**src/rtl/pds_pkg.sv**
```systemverilog
// Shared types, codes and helpers for the pointer to d-pad steering core.
// Used by pds_axis, pds_probe and pointer_to_dpad_steering_core. No dependencies.
package pds_pkg;

	// key bit positions in key_mask
	localparam logic [5:0] KEY_A     = 6'h01;
	localparam logic [5:0] KEY_B     = 6'h02;
	localparam logic [5:0] KEY_RIGHT = 6'h04;
	localparam logic [5:0] KEY_LEFT  = 6'h08;
	localparam logic [5:0] KEY_UP    = 6'h10;
	localparam logic [5:0] KEY_DOWN  = 6'h20;

	// register indexes on the configuration port
	localparam logic [1:0] REG_INIT_DEADBAND = 2'd0;
	localparam logic [1:0] REG_PRESS_STALL   = 2'd1;
	localparam logic [1:0] REG_RELEASE_HOLD  = 2'd2;
	localparam logic [1:0] REG_PROBE_PERIOD  = 2'd3;

	// register reset values
	localparam logic [7:0] INIT_DEADBAND_RST = 8'd4;
	localparam logic [7:0] PRESS_STALL_RST   = 8'd8;
	localparam logic [7:0] RELEASE_HOLD_RST  = 8'd1;
	localparam logic [7:0] PROBE_PERIOD_RST  = 8'd8;

	// smallest deadband once a step has been learned
	localparam logic [8:0] MIN_DEADBAND = 9'd2;

	typedef enum logic [1:0] {
		PH_IDLE    = 2'd0,
		PH_PRESS   = 2'd1,
		PH_RELEASE = 2'd2,
		PH_BLOCKED = 2'd3
	} phase_t;

	typedef enum logic [1:0] {
		DIR_NONE = 2'd0,
		DIR_POS  = 2'd1,
		DIR_NEG  = 2'd2
	} dir_t;

	typedef struct packed {
		logic [7:0] init_deadband;
		logic [7:0] press_stall_frames;
		logic [7:0] release_hold_frames;
		logic [7:0] probe_period;
	} cfg_t;

	// per-frame command to an axis: step = a beat is being processed
	typedef struct packed {
		logic step;
		logic clear;
	} axis_ctl_t;

	// per-frame command to the probe: clear = back to reset, run = count and pulse
	typedef struct packed {
		logic step;
		logic clear;
		logic run;
	} probe_ctl_t;

	function automatic logic [7:0] sat_inc(input logic [7:0] v);
		return (v == 8'hFF) ? v : v + 8'd1;
	endfunction

endpackage

```
**src/rtl/pds_axis.sv**
```systemverilog
// One axis of closed-loop steering: idle/press/release/blocked machine with learned step.
// Depends on pds_pkg.
module pds_axis #(
	parameter int unsigned BLOCK_COOLDOWN = 30
) (
	input  logic                clk,
	input  logic                arst_n,
	input  pds_pkg::axis_ctl_t  ctl,
	input  pds_pkg::cfg_t       cfg,
	input  logic signed [9:0]   err,
	input  logic [9:0]          world,
	output pds_pkg::dir_t       key_dir
);

	localparam logic [7:0] COOLDOWN = 8'(BLOCK_COOLDOWN);

	pds_pkg::phase_t phase_q, phase_d;
	pds_pkg::dir_t   dir_q, dir_d;
	logic [7:0]      press_q, press_d;
	logic [7:0]      rel_q, rel_d;
	logic [7:0]      cool_q, cool_d;
	logic [9:0]      start_q, start_d;
	logic [9:0]      learn_q, learn_d;

	logic [9:0]        abs_err;
	logic [8:0]        half;
	logic [8:0]        dband;
	logic signed [10:0] wdiff;
	logic [9:0]        abs_wdiff;
	pds_pkg::dir_t     wanted;

	assign abs_err   = err[9] ? 10'(-err) : 10'(err);
	assign half      = learn_q[9:1];
	assign dband     = (learn_q == '0) ? {1'b0, cfg.init_deadband}
	                 : ((half < pds_pkg::MIN_DEADBAND) ? pds_pkg::MIN_DEADBAND : half);
	assign wdiff     = $signed({1'b0, world}) - $signed({1'b0, start_q});
	assign abs_wdiff = wdiff[10] ? 10'(-wdiff) : 10'(wdiff);
	assign wanted    = err[9] ? pds_pkg::DIR_NEG : pds_pkg::DIR_POS;

	always_comb begin
		pds_pkg::phase_t ph1;
		logic [7:0]      cnt;
		phase_d = phase_q;
		dir_d   = dir_q;
		press_d = press_q;
		rel_d   = rel_q;
		cool_d  = cool_q;
		start_d = start_q;
		learn_d = learn_q;
		key_dir = pds_pkg::DIR_NONE;
		ph1     = phase_q;
		cnt     = '0;
		if (ctl.step && ctl.clear) begin
			phase_d = pds_pkg::PH_IDLE;
			dir_d   = pds_pkg::DIR_NONE;
			press_d = '0;
			rel_d   = '0;
			cool_d  = '0;
			start_d = '0;
			learn_d = '0;
		end else if (ctl.step) begin
			if (abs_err <= {1'b0, dband}) begin
				// inside deadband: settle
				phase_d = pds_pkg::PH_IDLE;
				dir_d   = pds_pkg::DIR_NONE;
				cool_d  = '0;
			end else begin
				// direction change aborts a press or a block
				if (phase_q == pds_pkg::PH_BLOCKED && wanted != dir_q) begin
					ph1    = pds_pkg::PH_IDLE;
					cool_d = '0;
				end
				if (phase_q == pds_pkg::PH_PRESS && wanted != dir_q)
					ph1 = pds_pkg::PH_IDLE;
				unique case (ph1)
					pds_pkg::PH_IDLE: begin
						phase_d = pds_pkg::PH_PRESS;
						dir_d   = wanted;
						press_d = '0;
						start_d = world;
						key_dir = wanted;
					end
					pds_pkg::PH_PRESS: begin
						if (world != start_q) begin
							learn_d = abs_wdiff;
							phase_d = pds_pkg::PH_RELEASE;
							rel_d   = '0;
						end else begin
							cnt     = pds_pkg::sat_inc(press_q);
							press_d = cnt;
							if (cnt >= cfg.press_stall_frames) begin
								phase_d = pds_pkg::PH_BLOCKED;
								cool_d  = '0;
							end else begin
								key_dir = dir_q;
							end
						end
					end
					pds_pkg::PH_RELEASE: begin
						cnt   = pds_pkg::sat_inc(rel_q);
						rel_d = cnt;
						if (cnt >= cfg.release_hold_frames)
							phase_d = pds_pkg::PH_IDLE;
					end
					default: begin
						// blocked, same direction still wanted
						cnt    = pds_pkg::sat_inc(cool_q);
						cool_d = cnt;
						if (cnt >= COOLDOWN) begin
							phase_d = pds_pkg::PH_IDLE;
							cool_d  = '0;
						end
					end
				endcase
			end
		end
	end

	always_ff @(posedge clk or negedge arst_n) begin
		if (!arst_n) begin
			phase_q <= pds_pkg::PH_IDLE;
			dir_q   <= pds_pkg::DIR_NONE;
			press_q <= '0;
			rel_q   <= '0;
			cool_q  <= '0;
			start_q <= '0;
			learn_q <= '0;
		end else begin
			phase_q <= phase_d;
			dir_q   <= dir_d;
			press_q <= press_d;
			rel_q   <= rel_d;
			cool_q  <= cool_d;
			start_q <= start_d;
			learn_q <= learn_d;
		end
	end

endmodule

```
**src/rtl/pds_probe.sv**
```systemverilog
// Open-loop probe: one-frame pulse toward the larger offset from screen centre.
// Depends on pds_pkg.
module pds_probe #(
	parameter int unsigned CENTER_X = 120,
	parameter int unsigned CENTER_Y = 80
) (
	input  logic                clk,
	input  logic                arst_n,
	input  pds_pkg::probe_ctl_t ctl,
	input  logic [7:0]          period,
	input  logic [8:0]          goal_x,
	input  logic [8:0]          goal_y,
	output logic [5:0]          keys
);

	localparam logic signed [9:0] CX = 10'(CENTER_X);
	localparam logic signed [9:0] CY = 10'(CENTER_Y);

	logic [7:0]        count_q, count_d, count_inc;
	logic signed [9:0] dx, dy;
	logic [9:0]        adx, ady;
	logic [5:0]        toward;

	assign dx  = $signed({1'b0, goal_x}) - CX;
	assign dy  = $signed({1'b0, goal_y}) - CY;
	assign adx = dx[9] ? 10'(-dx) : 10'(dx);
	assign ady = dy[9] ? 10'(-dy) : 10'(dy);

	// ties go to the horizontal axis; zero offset counts as positive
	always_comb begin
		if (adx >= ady)
			toward = dx[9] ? pds_pkg::KEY_LEFT : pds_pkg::KEY_RIGHT;
		else
			toward = dy[9] ? pds_pkg::KEY_UP : pds_pkg::KEY_DOWN;
	end

	assign count_inc = pds_pkg::sat_inc(count_q);

	always_comb begin
		count_d = count_q;
		keys    = '0;
		if (ctl.step && ctl.clear) begin
			count_d = '0;
		end else if (ctl.step && ctl.run) begin
			if (count_inc < period) begin
				count_d = count_inc;
			end else begin
				count_d = '0;
				keys    = toward;
			end
		end
	end

	always_ff @(posedge clk or negedge arst_n) begin
		if (!arst_n)
			count_q <= '0;
		else
			count_q <= count_d;
	end

endmodule

```
**src/rtl/pointer_to_dpad_steering_core.sv**
```systemverilog
// Top level of the pointer to d-pad steering core: input stage, axis and probe units,
// result register and configuration registers. Depends on pds_pkg, pds_axis, pds_probe.
//
// One beat in gives one beat out. A frame is taken into the input stage; as it leaves,
// the single-pass steering logic (two axis machines and the probe counter) forms
// the key mask and updates all state while the result is written into the output
// register, from which it is taken as the result
// beat. One frame can be taken on every cycle: the input stage advances whenever the
// output register is empty or its beat is being taken, so throughput is one frame per
// clock, limited only by the output side. Configuration registers reset to an initial
// deadband of 4, press_stall_frames 8, release_hold_frames 1 and probe_period 8; write
// them only while no frame is in flight.
module pointer_to_dpad_steering_core #(
	parameter int unsigned CENTER_X       = 120,
	parameter int unsigned CENTER_Y       = 80,
	parameter int unsigned BLOCK_COOLDOWN = 30
) (
	input  logic       clk,
	input  logic       arst_n,
	// configuration write port
	input  logic       cfg_we,
	input  logic [1:0] cfg_index,
	input  logic [7:0] cfg_data,
	// input channel
	input  logic       in_valid,
	output logic       in_ready,
	input  logic       click_primary,
	input  logic       click_secondary,
	input  logic       pad_held,
	input  logic       pointer_armed,
	input  logic       context_steerable,
	input  logic       marker_found,
	input  logic [8:0] goal_x,
	input  logic [8:0] goal_y,
	input  logic [8:0] marker_x,
	input  logic [8:0] marker_y,
	input  logic [8:0] pan_x,
	input  logic [8:0] pan_y,
	// result channel
	output logic       out_valid,
	input  logic       out_ready,
	output logic [5:0] key_mask,
	output logic       steering_active
);

	pds_pkg::cfg_t cfg_q;

	// input stage
	logic       vld_s1;
	logic       clk_a_s1, clk_b_s1, pad_s1, armed_s1, steer_s1, found_s1;
	logic [8:0] goal_x_s1, goal_y_s1, marker_x_s1, marker_y_s1, pan_x_s1, pan_y_s1;

	// result stage
	logic       vld_s2;
	logic [5:0] key_mask_s2;
	logic       active_s2;

	logic advance;
	logic take_in;

	pds_pkg::axis_ctl_t  axis_ctl;
	pds_pkg::probe_ctl_t probe_ctl;
	logic                disarmed;
	logic                closed_loop;

	logic signed [9:0] err_x, err_y;
	logic [9:0]        world_x, world_y;
	pds_pkg::dir_t     dir_x, dir_y;
	logic [5:0]        probe_keys;
	logic [5:0]        steer_keys;
	logic [5:0]        keys;

	// ---------------------------------------------------------------- handshake
	assign advance  = vld_s1 && (!vld_s2 || out_ready);
	assign in_ready = !vld_s1 || advance;
	assign take_in  = in_valid && in_ready;

	// ---------------------------------------------------------------- config
	always_ff @(posedge clk or negedge arst_n) begin
		if (!arst_n) begin
			cfg_q.init_deadband       <= pds_pkg::INIT_DEADBAND_RST;
			cfg_q.press_stall_frames  <= pds_pkg::PRESS_STALL_RST;
			cfg_q.release_hold_frames <= pds_pkg::RELEASE_HOLD_RST;
			cfg_q.probe_period        <= pds_pkg::PROBE_PERIOD_RST;
		end else if (cfg_we) begin
			unique case (cfg_index)
				pds_pkg::REG_INIT_DEADBAND: cfg_q.init_deadband       <= cfg_data;
				pds_pkg::REG_PRESS_STALL:   cfg_q.press_stall_frames  <= cfg_data;
				pds_pkg::REG_RELEASE_HOLD:  cfg_q.release_hold_frames <= cfg_data;
				default:                    cfg_q.probe_period        <= cfg_data;
			endcase
		end
	end

	// ---------------------------------------------------------------- input stage
	always_ff @(posedge clk or negedge arst_n) begin
		if (!arst_n)
			vld_s1 <= 1'b0;
		else if (in_ready)
			vld_s1 <= in_valid;
	end

	always_ff @(posedge clk) begin
		if (take_in) begin
			clk_a_s1    <= click_primary;
			clk_b_s1    <= click_secondary;
			pad_s1      <= pad_held;
			armed_s1    <= pointer_armed;
			steer_s1    <= context_steerable;
			found_s1    <= marker_found;
			goal_x_s1   <= goal_x;
			goal_y_s1   <= goal_y;
			marker_x_s1 <= marker_x;
			marker_y_s1 <= marker_y;
			pan_x_s1    <= pan_x;
			pan_y_s1    <= pan_y;
		end
	end

	// ---------------------------------------------------------------- frame decode
	// Priority: pad held, then disarmed/unsteerable, then no indicator, then steer.
	assign disarmed    = !armed_s1 || !steer_s1;
	assign closed_loop = !pad_s1 && !disarmed && found_s1;

	// every case except closed-loop steering clears both axes
	assign axis_ctl.step  = advance;
	assign axis_ctl.clear = !closed_loop;

	// probe count survives a held pad, drops on disarm, runs with no indicator
	assign probe_ctl.step  = advance;
	assign probe_ctl.clear = !pad_s1 && disarmed;
	assign probe_ctl.run   = !pad_s1 && !disarmed && !found_s1;

	assign err_x   = $signed({1'b0, goal_x_s1}) - $signed({1'b0, marker_x_s1});
	assign err_y   = $signed({1'b0, goal_y_s1}) - $signed({1'b0, marker_y_s1});
	assign world_x = {1'b0, marker_x_s1} + {1'b0, pan_x_s1};
	assign world_y = {1'b0, marker_y_s1} + {1'b0, pan_y_s1};

	pds_axis #(
		.BLOCK_COOLDOWN (BLOCK_COOLDOWN)
	) u_axis_x (
		.clk     (clk),
		.arst_n  (arst_n),
		.ctl     (axis_ctl),
		.cfg     (cfg_q),
		.err     (err_x),
		.world   (world_x),
		.key_dir (dir_x)
	);

	pds_axis #(
		.BLOCK_COOLDOWN (BLOCK_COOLDOWN)
	) u_axis_y (
		.clk     (clk),
		.arst_n  (arst_n),
		.ctl     (axis_ctl),
		.cfg     (cfg_q),
		.err     (err_y),
		.world   (world_y),
		.key_dir (dir_y)
	);

	pds_probe #(
		.CENTER_X (CENTER_X),
		.CENTER_Y (CENTER_Y)
	) u_probe (
		.clk    (clk),
		.arst_n (arst_n),
		.ctl    (probe_ctl),
		.period (cfg_q.probe_period),
		.goal_x (goal_x_s1),
		.goal_y (goal_y_s1),
		.keys   (probe_keys)
	);

	// axis direction to key bits: x positive is right, y positive is down
	always_comb begin
		steer_keys = '0;
		if (dir_x == pds_pkg::DIR_POS) steer_keys = steer_keys | pds_pkg::KEY_RIGHT;
		if (dir_x == pds_pkg::DIR_NEG) steer_keys = steer_keys | pds_pkg::KEY_LEFT;
		if (dir_y == pds_pkg::DIR_POS) steer_keys = steer_keys | pds_pkg::KEY_DOWN;
		if (dir_y == pds_pkg::DIR_NEG) steer_keys = steer_keys | pds_pkg::KEY_UP;
	end

	// click keys always pass; axis and probe outputs are zero outside their own case
	assign keys = (clk_a_s1 ? pds_pkg::KEY_A : 6'h00)
	            | (clk_b_s1 ? pds_pkg::KEY_B : 6'h00)
	            | steer_keys | probe_keys;

	// ---------------------------------------------------------------- result stage
	always_ff @(posedge clk or negedge arst_n) begin
		if (!arst_n)
			vld_s2 <= 1'b0;
		else if (advance)
			vld_s2 <= 1'b1;
		else if (out_ready)
			vld_s2 <= 1'b0;
	end

	always_ff @(posedge clk) begin
		if (advance) begin
			key_mask_s2 <= keys;
			active_s2   <= closed_loop;
		end
	end

	assign out_valid       = vld_s2;
	assign key_mask        = key_mask_s2;
	assign steering_active = active_s2;

	// ---------------------------------------------------------------- checks
	// never both directions on one axis
	a_axis_exclusive: assert property (@(posedge clk) disable iff (!arst_n)
		vld_s2 |-> !(key_mask[2] && key_mask[3]) && !(key_mask[4] && key_mask[5]))
		else $error("opposing direction keys in one result");

	// open loop gives at most one direction (the probe pulse)
	a_open_loop_single: assert property (@(posedge clk) disable iff (!arst_n)
		(vld_s2 && !steering_active) |-> $onehot0(key_mask[5:2]))
		else $error("more than one direction without closed-loop steering");

	// input stalls only when the stage is full and the result is held
	a_stall_cause: assert property (@(posedge clk) disable iff (!arst_n)
		!in_ready |-> (vld_s1 && vld_s2 && !out_ready))
		else $error("input stalled without a held result");

	// a frame that advances always lands in the result register
	a_advance_lands: assert property (@(posedge clk) disable iff (!arst_n)
		advance |=> vld_s2)
		else $error("advanced frame lost");

endmodule
```
**config.mk**
```make
export PLATFORM = sky130hd
export DESIGN_NAME = pointer_to_dpad_steering_core
export DESIGN_NICKNAME = d
export VERILOG_FILES = /design/src/rtl/pds_pkg.sv /design/src/rtl/pds_axis.sv /design/src/rtl/pds_probe.sv /design/src/rtl/pointer_to_dpad_steering_core.sv
export SDC_FILE = /design/constraint.sdc
export NUM_CORES = 1
export LEC_CHECK = 0
export ABC_AREA = 1
export BUFFER_PORTS_ARGS = -buffer_cell sky130_fd_sc_hd__buf_2
export CAP_MARGIN = 20
export CELL_PAD_IN_SITES_DETAIL_PLACEMENT = 1
export CELL_PAD_IN_SITES_GLOBAL_PLACEMENT = 2
export CORE_AREA = 4 4 239 171
export CTS_CLUSTER_SIZE = 30
export DETAILED_ROUTE_END_ITERATION = 7
export DIE_AREA = 0 0 243 175
export GPL_TIMING_DRIVEN = 0
export PLACE_DENSITY = 0.9
export RECOVER_POWER = 50
export SYNTH_ARGS = -nofsm -noshare
export SYNTH_HDL_FRONTEND = slang
export SYNTH_SLANG_ARGS = --single-unit
```
**constraint.sdc**
```tcl
create_clock -name clk -period 10.9 [get_ports clk]
set_input_delay 3.27 -clock clk [delete_from_list [all_inputs] [get_ports clk]]
set_output_delay 3.27 -clock clk [all_outputs]
set_load 0.005 [all_outputs]
```
---- Yosys cells after proc, flatten, opt, wreduce, memory -nomap -nowiden ----
Cells that the tools add are included.
storage, ports and cells
  register bits after elaboration ......... 205
  bits of input ports ..................... 75
  output and inout port bits .............. 9
cells by class
  add/sub/neg operators ................... 21
  order comparisons ....................... 12
  equality and inequality tests ........... 35
  mux-type cells .......................... 136
  bitwise gates (word level) .............. 4
  reduce and logical (&&, ||, !) cells .... 65
operators with widths
  kind                  count
  $mux 8                40
  $mux 10               24
  $pmux 8 s2            6
  $mux 2                45
  $neg 10->10           6
  $add 8x1->8 const B   7
  $eq 8x8->1 const B    7
  $mux 6                6
  $mux 9                4
  $ge 8x8->1            4
  $reduce_and 4->1      8
  $sub 10x10->11        2
  $add 9x9->10          2
  $le 10x9->1           2
  $logic_not 10->1      2
  $ne 10x10->1          2
  $sub 9x7->10 const B  2
  $sub 9x9->10          2
  $lt 9x2->1 const B    2
  $reduce_bool 2->1     9
  $reduce_bool 3->1     6
  $ge 8x5->1 const B    2
  $eq 2x1->1 const B    7
  $eq 2x2->1 const B    7
  31 further kinds      69

---- Longest topological paths before layout ----
  depth in word-level cells ............... 21
  depth in mapped cells ................... 28
  gate-level depth less buffers ........... 28

---- Cells and area by module ----
From an unflattened synthesis, not the netlist that was laid out.
unflattened totals
  cell total of the unflattened synthesis .. 2178
  area, all modules ....................... 15942.8 um2
modules (own cells, without submodules)
  module                         instances  cells an instance  area each (um2)  sequential area each (um2)
  pointer_to_dpad_steering_core  1          562                5302.6           2867.8
  pds_axis at u_axis_y           1          716                4689.5           1201.2
  pds_axis at u_axis_x           1          661                4436.8           1201.2
  pds_probe                      1          239                1514.0           200.2

---- Least setup slack after synthesis ----
OpenSTA, ideal clock, no wires.
  path kind ............................... input -> output
  start point ............................. input port out_ready
  end point ............................... output port in_ready
  data arrival time ....................... 3419 ps
  data required time ...................... 7630 ps
  slack ................................... 4211 ps
  cell stages on the path ................. 2
  path buffers ............................ 0
  path through ............................ inv_1 -> nand3_1
on the way
  longest elaborated chain between the ends .. 3
ends and longest elaborated chain
  item                line                                 RTL
  start: declaration  pointer_to_dpad_steering_core.sv:41  input logic out_ready,
  $logic_or 1x1->1    pointer_to_dpad_steering_core.sv:74  assign advance = vld_s1 && (!vld_s2 || out_ready);
  $logic_and 1x1->1   pointer_to_dpad_steering_core.sv:74
  $logic_or 1x1->1    pointer_to_dpad_steering_core.sv:75  assign in_ready = !vld_s1 || advance;
  end: declaration    pointer_to_dpad_steering_core.sv:26  output logic in_ready,
Every way passes these cells.

---- Final worst setup path ----
Same ends and word-level chain as after synthesis.

==> impl_metrics.toml <==
[detailed_routing]
wire_per_inst_um = 17.3
drtIter0Drc = 836
wirelength_um = 46500
route.detailed.drc = 0
drt-pass1-iter-count = 5
vias = 13800
viasPerCell = 5.14
detail-route-antenna-nets = 0

[worst_setup_path]
cp-start-kind = "input pin"
r2r_start = "goal_y_s1[0]$_DFFE_PP_"
crit_path_start = "out_ready"
cp_max_fo = 3
worstSetupEndpointType = "primary output"
critical_path_class = "in -> out"
cp.arrival_ps = 3680
crit_required_ps = 7630

[min_path]
hold_class = "reg -> reg"
hp-start = "clk_a_s1$_DFFE_PP_"

[clock_tree]
cts_sinks = 205
clockBufferDepth = 3
cts_setup_buffers = 0
post_cts_resized = 0
holdBufCountCts = 0
htreeDepth = 1
clk_pin_slew_ps = 60
worstSkewPairLatency_ps = 560
numCtsBuffers = 25
cts_root_buffer = "clkbuf_16"
cts_tree = "built"

[cells_and_area]
fin_nets = 2395
area_growth_pct = 13.0
drive_gt1_share_pct = 8.53
antennaDiodeCount = 0

[logic_synthesis]
synthDistinctLibCells = 50
syn-cell-area_mm2 = 0.0153
synth_fp_nets = 2282
syn_inst = 2061
postSynth.asyncResetShare_pct = 67.3
synth-edff-count = 67
seq_area_frac_synth_pct = 35.8
ys_seq_elements = 205
avgSynthCellArea_um2 = 7.41
ys_warn_count = 0
synthFlopType = "dfrtp_1"

[timing]
relSlewSlack_pct = -106
fin_tns_setup_ps = 0
hold_ws_ps = 419
setup_violations = 0
timing.final.ws_setup_ps = 3950
drv_slew = 52
finalHoldViolations = 0
tightest_slew_ps = 3090
period_needed_ps = 6950
rsz0062_at_grt = "false"
fmax_ghz = 0.144
clock_skew_ps = 17.4
period_share_pct = 63.8

[placement]
dp_slack_ps = 3950
io_buffer_count = 83
place.gp.congestion = 0.858
place_hpwl_um = 36800

[floorplan]
dieWidth_um = 243
io_pins = 84
core_area_mm2 = 0.0383
row_count = 60
die_area_mm2 = 0.0425
start_util_pct = 39.9
die_h_um = 175

[status]
violations = "max-capacitance violations, max-slew violations"
status = "finished, violations left"

[flow_run]
cap_violations = 1

[grt]
grt_pass1_wl_um = 76600
grt_start_max_net_pins = 88
grt-ovfl-total = 0
grt_pass1_vias = 14700
grt_usage_pct = 21.8
antenna_found_initial = 0

[pwr]
power.density_mw_per_mm2 = 206
leakagePower_nw = 8.67
ir_drop_mv = 0.152
power_mw = 3.56
[cell type report]
| class | count | area (um^2) |
|---|---|---|
| timing repair buffer | 86 | 474 |
| tap | 496 | 621 |
| clock inverter | 16 | 229 |
| buffer | 24 | 130 |
| fill | 4890 | 21000 |
| sequential | 205 | 5470 |
| multi-input combinational | 1495 | 8410 |
| inverter | 337 | 1270 |
| clock buffer | 30 | 654 |
[layer usage]
layer  track usage [%]  share of wire (%)  up-vias
met5                 0                  0        -
met1              30.7                 49     6641
met3              3.45                4.3       47
li1                  -                  -     6933
met4              4.30                1.9        0
met2              35.7                 44      198
[logic make-up after synthesis]
kind of cell / Yosys count / share of synthesized area, %
adder cells (fa/ha/maj): 146 / 12.3
XOR/XNOR: 87 / 4.99
buffers and inverters: 361 / 9.15
flip-flops: 205 / 35.8
AND/OR/NAND/NOR: 956 / 26.5
AO/OA/AOI/OAI: 304 / 11.3
other: 2 / 0.0492
[synth_stat cells, types with 3 or more instances]
master	instances	share of area, %
o211ai_1	3	0.15
nor2_2	3	0.12
buf_6	4	0.29
o21ai_1	13	0.43
ha_1	140	11
dfstp_2	4	0.69
clkbuf_1	12	0.29
nand2_2	10	0.41
o21a_1	6	0.29
nand2_1	508	12
edfxtp_1	67	13
a31oi_1	4	0.16
buf_2	8	0.26
o21ai_2	18	1.0
or2_2	4	0.16
nand3b_1	8	0.39
a21boi_0	4	0.20
xor2_1	68	3.9
a21oi_1	107	3.5
xnor2_1	19	1.1
o22ai_1	16	0.66
dfrtp_1	134	22
nor3_1	48	1.6
o31ai_1	3	0.15
nor4_1	8	0.33
nor2_1	194	4.8
fa_1	6	0.79
o21bai_1	11	0.54
inv_1	333	8.2
a211oi_1	3	0.15
nand3_1	134	4.4
o21ai_0	109	3.6
nand4_1	29	1.2
[worst max-delay path, stage by stage]
cell	delay (ps)
buf_2	90
inv_1	60
nand3_1	110
buf_2	150
[through the flow]
stage               area [um^2]  std cells  util [%]
floorplan                 15300       2061         -
global placement          16300       2640      42.6
detailed placement        16400       2642      42.7
CTS                       17300       2688      45.1
global route              17300       2689      45.1
finish                    17300       2689      45.1
[worst paths after layout]
check	cells past startpoint	slack, ps	to
min in group asynchronous	1	3730	u_axis_x.press_q[2]$_DFFE_PN0P_
hold / removal	0	420	key_mask[0]$_DFFE_PP_
setup reg to reg	22	6610	u_axis_y.press_q[6]$_DFFE_PN0P_
max in group asynchronous	1	5400	u_axis_y.learn_q[1]$_DFFE_PN0P_
hold reg to reg	0	420	key_mask[0]$_DFFE_PP_
setup / recovery	4	3950	in_ready
[registers in the layout, summed over array words and instances (netlist names), 9 cells and up]
name,count
pan_x_s1,9
u_axis_y.start_q,10
cfg_q,32
u_axis_y.learn_q,10
u_axis_x.start_q,10
u_axis_x.learn_q,10
marker_x_s1,9
goal_y_s1,9
marker_y_s1,9
goal_x_s1,9
pan_y_s1,9
[placed cells by master, fill, tap and decap left out, types with 19 or more instances in the layout]
cell type / n
clkbuf_1: 19
edfxtp_1: 67
nor2_1: 194
nor3_1: 47
dfrtp_1: 134
a21oi_1: 107
inv_1: 332
nand4_1: 29
nand2_1: 508
clkbuf_16: 25
buf_2: 88
xor2_1: 68
xnor2_1: 19
ha_1: 140
nand3_1: 134
o21ai_0: 109
[report_power, final]
part / switching, mW / internal [mW] / leakage (nW) / total (mW)
Combinational: 1.09 / 0.558 / 5.79 / 1.64
Sequential: 0.0784 / 0.914 / 2.47 / 0.992
Clock: 0.373 / 0.549 / 0.406 / 0.923
Total: 1.54 / 2.02 / 8.67 / 3.56
No activity file was read; power rests on OpenSTA's default activity.
